[src/design/gcf_pkg.sv]
package gcf_pkg;

  localparam int CFG_IDX_W   = 2;
  localparam int CFG_W       = 31;
  localparam int SQRT_STAGES = 32;
  localparam int DIV_STAGES  = 30;

  localparam logic [CFG_IDX_W-1:0] CFG_RADIUS   = 2'd0;
  localparam logic [CFG_IDX_W-1:0] CFG_STIFF    = 2'd1;
  localparam logic [CFG_IDX_W-1:0] CFG_DAMP     = 2'd2;
  localparam logic [CFG_IDX_W-1:0] CFG_FRICTION = 2'd3;

  localparam logic signed [31:0] ONE_Q30     = 32'sh40000000;
  localparam logic signed [31:0] NEG_ONE_Q30 = 32'shC0000000;
  localparam logic signed [65:0] ONE_Q60     = 66'sd1152921504606846976;
  // 0.05 in Q0.32
  localparam logic [27:0]        ROT_DAMP    = 28'd214748365;

  typedef struct packed {
    logic signed [31:0] height;
    logic signed [31:0] vel_x;
    logic signed [31:0] vel_y;
    logic signed [31:0] vel_z;
    logic signed [31:0] rate_x;
    logic signed [31:0] rate_y;
    logic signed [31:0] rate_z;
    logic signed [31:0] quat_w;
    logic signed [31:0] quat_x;
    logic signed [31:0] quat_y;
    logic signed [31:0] quat_z;
    logic signed [31:0] ground_height;
  } gcf_in_t;

  typedef struct packed {
    logic               contact;
    logic [30:0]        depth;
    logic signed [31:0] force_x;
    logic [30:0]        force_y;
    logic signed [31:0] force_z;
    logic signed [31:0] torque_x;
    logic signed [31:0] torque_y;
    logic signed [31:0] torque_z;
  } gcf_out_t;

  typedef struct packed {
    logic [CFG_W-1:0] radius;
    logic [CFG_W-1:0] stiff;
    logic [CFG_W-1:0] damp;
    logic [CFG_W-1:0] mu;
  } gcf_cfg_t;

  // per-transaction values that ride alongside the long datapath
  typedef struct packed {
    logic               valid;
    logic               contact;
    logic [30:0]        depth;
    logic [30:0]        fn;
    logic [45:0]        coul;
    logic               fric_en;
    logic signed [31:0] vx;
    logic signed [31:0] vz;
    logic signed [31:0] tq_x;
    logic signed [31:0] tq_y;
    logic signed [31:0] tq_z;
  } gcf_side_t;

  function automatic logic signed [31:0] clamp_q30(input logic signed [31:0] x);
    if (x > ONE_Q30) return ONE_Q30;
    if (x < NEG_ONE_Q30) return NEG_ONE_Q30;
    return x;
  endfunction

  // floor Q4.60 to Q2.30, then clamp to +-1.0
  function automatic logic signed [31:0] clamp_e(input logic signed [65:0] m);
    logic signed [65:0] s;
    s = m >>> 30;
    if (s > 66'sd1073741824) return ONE_Q30;
    if (s < -66'sd1073741824) return NEG_ONE_Q30;
    return 32'(s);
  endfunction

  // result = neg ? -mag : mag, saturated to 32-bit signed
  function automatic logic signed [31:0] opp_sat(input logic neg, input logic [47:0] mag);
    if (neg) begin
      if (mag > 48'd2147483648) return 32'sh80000000;
      return 32'(-$signed({1'b0, mag}));
    end
    if (mag > 48'd2147483647) return 32'sh7fffffff;
    return $signed(mag[31:0]);
  endfunction

endpackage

[src/design/gcf_sqrt.sv]
module gcf_sqrt (
  input  logic        clk,
  input  logic        en,
  input  logic [63:0] n_i,
  output logic [31:0] root_o
);

  logic [63:0] n_r   [gcf_pkg::SQRT_STAGES];
  logic [63:0] res_r [gcf_pkg::SQRT_STAGES];

  // one result bit per stage, trial bit walking down from 2^62
  for (genvar i = 0; i < gcf_pkg::SQRT_STAGES; i++) begin : g_stage
    localparam logic [63:0] BIT = 64'd1 << (62 - 2 * i);
    logic [63:0] n_prev;
    logic [63:0] res_prev;
    logic [63:0] trial;

    if (i == 0) begin : g_first
      assign n_prev   = n_i;
      assign res_prev = '0;
    end else begin : g_next
      assign n_prev   = n_r[i-1];
      assign res_prev = res_r[i-1];
    end

    assign trial = res_prev + BIT;

    always_ff @(posedge clk) begin
      if (en) begin
        if (n_prev >= trial) begin
          n_r[i]   <= n_prev - trial;
          res_r[i] <= (res_prev >> 1) + BIT;
        end else begin
          n_r[i]   <= n_prev;
          res_r[i] <= res_prev >> 1;
        end
      end
    end
  end

  assign root_o = res_r[gcf_pkg::SQRT_STAGES-1][31:0];

endmodule

[config.mk]
export PLATFORM = sky130hd
export DESIGN_NAME = gcf_sqrt
export DESIGN_NICKNAME = d
export VERILOG_FILES = /design/src/design/gcf_pkg.sv /design/src/design/gcf_sqrt.sv
export SDC_FILE = /design/constraint.sdc
export NUM_CORES = 2
export LEC_CHECK = 0
export BUFFER_PORTS_ARGS = -buffer_cell sky130_fd_sc_hd__buf_2
export CORE_MARGIN = 1.5
export CORE_UTILIZATION = 50
export DETAILED_ROUTE_END_ITERATION = 6
export PLACE_DENSITY = 0.72
export SYNTH_ARGS = -nofsm -noshare
export SYNTH_HDL_FRONTEND = slang
export SYNTH_SLANG_ARGS = --single-unit
[constraint.sdc]
create_clock -name clk -period 6.7 [get_ports clk]
set_clock_uncertainty 0.05 [all_clocks]
set_input_delay 0.335 -clock clk [delete_from_list [all_inputs] [get_ports clk]]
set_output_delay 0.335 -clock clk [all_outputs]
set_load 0.02 [all_outputs]
# Word-level counts from Yosys, hierarchy flattened
# Memories as Yosys holds them, arrays and structs flattened.
# Index checks and enable logic that the tools add are counted.
# totals
reg_bits,0
ramBits,4096
out_inout_bits,32
n_memories,2
# classes
n_addsub,94
n_lt_le_gt_ge,32
mux,256
bitwise,64
# memory_table
name,words,word_bits,rd,rd_clocked_by_memory_dff,write_ports,line,rtl
n_r,32,64,31,0,32,gcf_sqrt.sv:8,logic [63:0] n_r [gcf_pkg::SQRT_STAGES];
res_r,32,64,32,0,32,gcf_sqrt.sv:9,logic [63:0] res_r [gcf_pkg::SQRT_STAGES];
# op_table
op,count
$mux 64,64
$ge 64x64->1,31
$sub 64x64->64,31
$mux 1,192
$add 63x1->64 const B,1
$add 63x11->64 const B,1
$add 63x13->64 const B,1
$add 63x15->64 const B,1
$add 63x17->64 const B,1
$add 63x19->64 const B,1
$add 63x21->64 const B,1
$add 63x23->64 const B,1
$add 63x25->64 const B,1
$add 63x27->64 const B,1
$add 63x29->64 const B,1
$add 63x3->64 const B,1
$add 63x31->64 const B,1
$add 63x33->64 const B,1
$add 63x35->64 const B,1
$add 63x37->64 const B,1
$add 63x39->64 const B,1
$add 63x41->64 const B,1
$add 63x43->64 const B,1
$add 63x45->64 const B,1
45 further kinds,108

# Longest topological paths before layout
# An unclocked memory read counts as a cell.
# depth
word_depth,7
ltp_mapped,14
mapped_depth_nobuf,13

# Worst setup path after synthesis
# OpenSTA, ideal clock, no wires.
# synth_path
path_type,input-to-reg
from,in en
to,"mem n_r[26][0], in the netlist n_r[1][640] (enable)"
setup_ns,0.482
arrival_time_ns,3.646
t_required_ns,6.168
setup_slack_ns,2.522
cell_stages,4
cell_sequence,clkbuf_1 > clkbuf_1 > clkbuf_1 > clkbuf_1
# synth_rtl
item,line,rtl
from (decl),gcf_sqrt.sv:3,"input logic en,"
to (decl),gcf_sqrt.sv:8,

==> impl_metrics.tcl <==
set metrics [dict create \
    fin_tns_setup_ps 0 \
    end_kind "register" \
    slowest_delay_ps 760 \
    clk_pin_slew_ps 70 \
    syn_to_final_growth_pct 11.42 \
    crit_type "reg2reg" \
    hold_buffers 88 \
    core_um2 243000 \
    synth_cells 9960 \
    cp-start-kind "register" \
    die_h_um 497.3 \
    synth_area_per_cell_um2 12.26 \
    first_iter_violations 9412 \
    cts_buffer_depth 4 \
    clock-root-buffer "clkbuf_16" \
    hold_path.class "in2reg" \
    htreeDepth 5 \
    cts_tree "built" \
    synth_cell_type_count 86 \
    maxSlewHeadroom 0.1166 \
    top_level_ports 98 \
    place.gp.congestion 0.9512 \
    drcViolationCount 0 \
    preCtsSetupSlack_ps 1841 \
    fillCellCount 19360 \
    cp_data_arrival_time_ps 5560 \
    routed_wl_mm 309.0 \
    grt_pass1_vias 77430 \
    synth_area_leaders "edfxtp_1 (62%), ha_1 (5.7%), xor2_1 (3.3%), xnor2_1 (3.1%), nand2_1 (2.5%)" \
    start_util 0.5026 \
    grt_first_pass_wirelength_mm 469.8 \
    cts_sinks 2512 \
    nets 10890 \
    via_per_inst 5.951 \
    power_density_nw_per_um2 341.3 \
    cts_buffers 279 \
    multiInputGateArea_um2 43360 \
    synth_area_um2 122100 \
    wl_per_cell_um 22.61 \
    cts_resized 0 \
    fin_ws_ps 1742 \
    ant_nets 0 \
    drive_above_1_share 0.06741 \
    finalHoldViolations 0 \
    rows 181 \
    insertion_delay_ps 970 \
    portBuffers 97 \
    grt_max_degree 191 \
    synth_top_area_frac 0.6176 \
    ys_seq_area_frac 0.6176 \
    synth_edf_count 2512 \
    required_ps 7300 \
    max_freq_mhz 201.7 \
    hpwl_mm 228.8 \
    grt_usage 0.2459 \
    seq_area_um2 75430 \
    slowest_stage "inv_1" \
    dieArea_um2 247300 \
    ys_async_sr_fraction 0 \
    dr.pass1.iters 6 \
    timing.hold.ws_ps 81.01 \
    cts_setup_buffers 0 \
    irDropWorstVdd_v 0.0003165 \
    antenna_found_initial 11 \
    synth_warnings 0 \
    yosys.area.top_type "edfxtp_1" \
    crit_fanout 30 \
    die_x_um 497.3 \
    status "completed" \
    rsz0062_at_grt "false" \
    p_leak_uw 0.05026 \
    finalCritPeriodShare 0.7400 \
    setup_viol_count_final 0 \
    maxCapViolCount 0 \
    crit_path_cell_trace "ha_1 > nand2_1 > nor4_1 > nand3_1 > nor2_1 > a41oi_1 > and4_1 > inv_1 > o21ai_0 > or4_1 > xnor2_1" \
    synth-seq-cells 2512 \
    fin_crit_ps 4958 \
    grt_remaining_overflow 0 \
    vias 81320 \
    worst_pin_slew_ps 1311 \
    syn-num-nets 10580 \
    synth_ff_type "edfxtp_1" \
    slew_violations 0 \
]
logic make-up after synthesis:
| family | synth area share |
|---|---|
| adder cells (fa/ha/maj) | 0.05716 |
| buffers and inverters | 0.02840 |
| XOR/XNOR | 0.06403 |
| AO/OA/AOI/OAI | 0.09368 |
| flip-flops | 0.6176 |
| multiplexers | 0.004784 |
| AND/OR/NAND/NOR | 0.1344 |
metrics by stage:
step / cell area (um2) / cells / power, uW / util
3_5_place_dp: 126400 / 13100 / 31640 / 0.5203
2_1_floorplan: 122100 / 9960 / 28340 / -
6_report: 136100 / 13670 / 46450 / 0.5600
4_1_cts: 136100 / 13660 / 46540 / 0.5600
5_1_grt: 136100 / 13660 / 48510 / 0.5600
3_3_place_gp: 126400 / 13100 / 31530 / 0.5203
registers in the layout, indices dropped and copies added (netlist names):
name   flops
res_r    528
n_r     1984
layer usage:
layer / track usage / share of wire
met5: 0 / 0
met1: 0.3610 / 0.45
met4: 0.07692 / 0.032
met2: 0.3753 / 0.44
met3: 0.03842 / 0.077
final timing paths:
| path | slack [ps] | from | endpoint | cells past startpoint |
|---|---|---|---|---|
| worst max-delay path | 1740 | n_r[1][106] | n_r[1][191] | 11 |
| worst min register to register | 340 | n_r[0][156] | n_r[0][220] | 0 |
| worst max register to register | 1740 | n_r[1][106] | n_r[1][191] | 11 |
| worst min-delay path | 80 | n_i[56] | n_r[0][56] | 2 |
synth_stat cells, drive strengths merged (55+ instances only):
master  count
edfxtp   2512
nand2     809
inv       679
o21ai     605
ha        558
nor2      553
a21oi     509
xor2      457
xnor2     436
nor4      389
nor3      293
a21o      212
clkbuf    198
nand4     195
nand3     180
nand2b    117
or3       103
or4       101
o21a       90
nor2b      70
a31oi      56
a211oi     55
layout make-up:
class                      count  share of cell area
inverter                     679             0.01873
clock buffer                 318             0.05347
tap                         3202             0.02944
clock inverter               158             0.01084
sequential                  2512              0.5543
antenna                        5          0.00009194
multi-input combinational   6534              0.3186
timing repair buffer         257             0.01449
power breakdown:
group	switching (uW)	total [uW]	internal [uW]
Clock	6100	14800	8680
Sequential	1860	21800	19900
Combinational	6060	9870	3810
Total	14000	46500	32400
worst max-delay path: cells and delay by family (launching register included):
kind,cells,cell delay [ps]
buf+inv,1,760
fa+ha+maj,1,390
flops,1,400
compound gates,2,810
simple gates,6,2170
xor+xnor,1,140
layout by cell type (no fill, tap or decap), drive strengths merged, types with 117 or more instances in the layout:
| cell type | count |
|---|---|
| xor2 | 457 |
| nand3 | 180 |
| o21ai | 605 |
| clkbuf | 318 |
| ha | 558 |
| edfxtp | 2512 |
| xnor2 | 436 |
| a21oi | 509 |
| nand4 | 195 |
| nor2 | 553 |
| nor4 | 389 |
| nand2b | 117 |
| clkinv | 117 |
| buf | 169 |
| a21o | 212 |
| inv | 687 |
| nor3 | 293 |
| nand2 | 809 |
(Power assumes the default switching activity.)
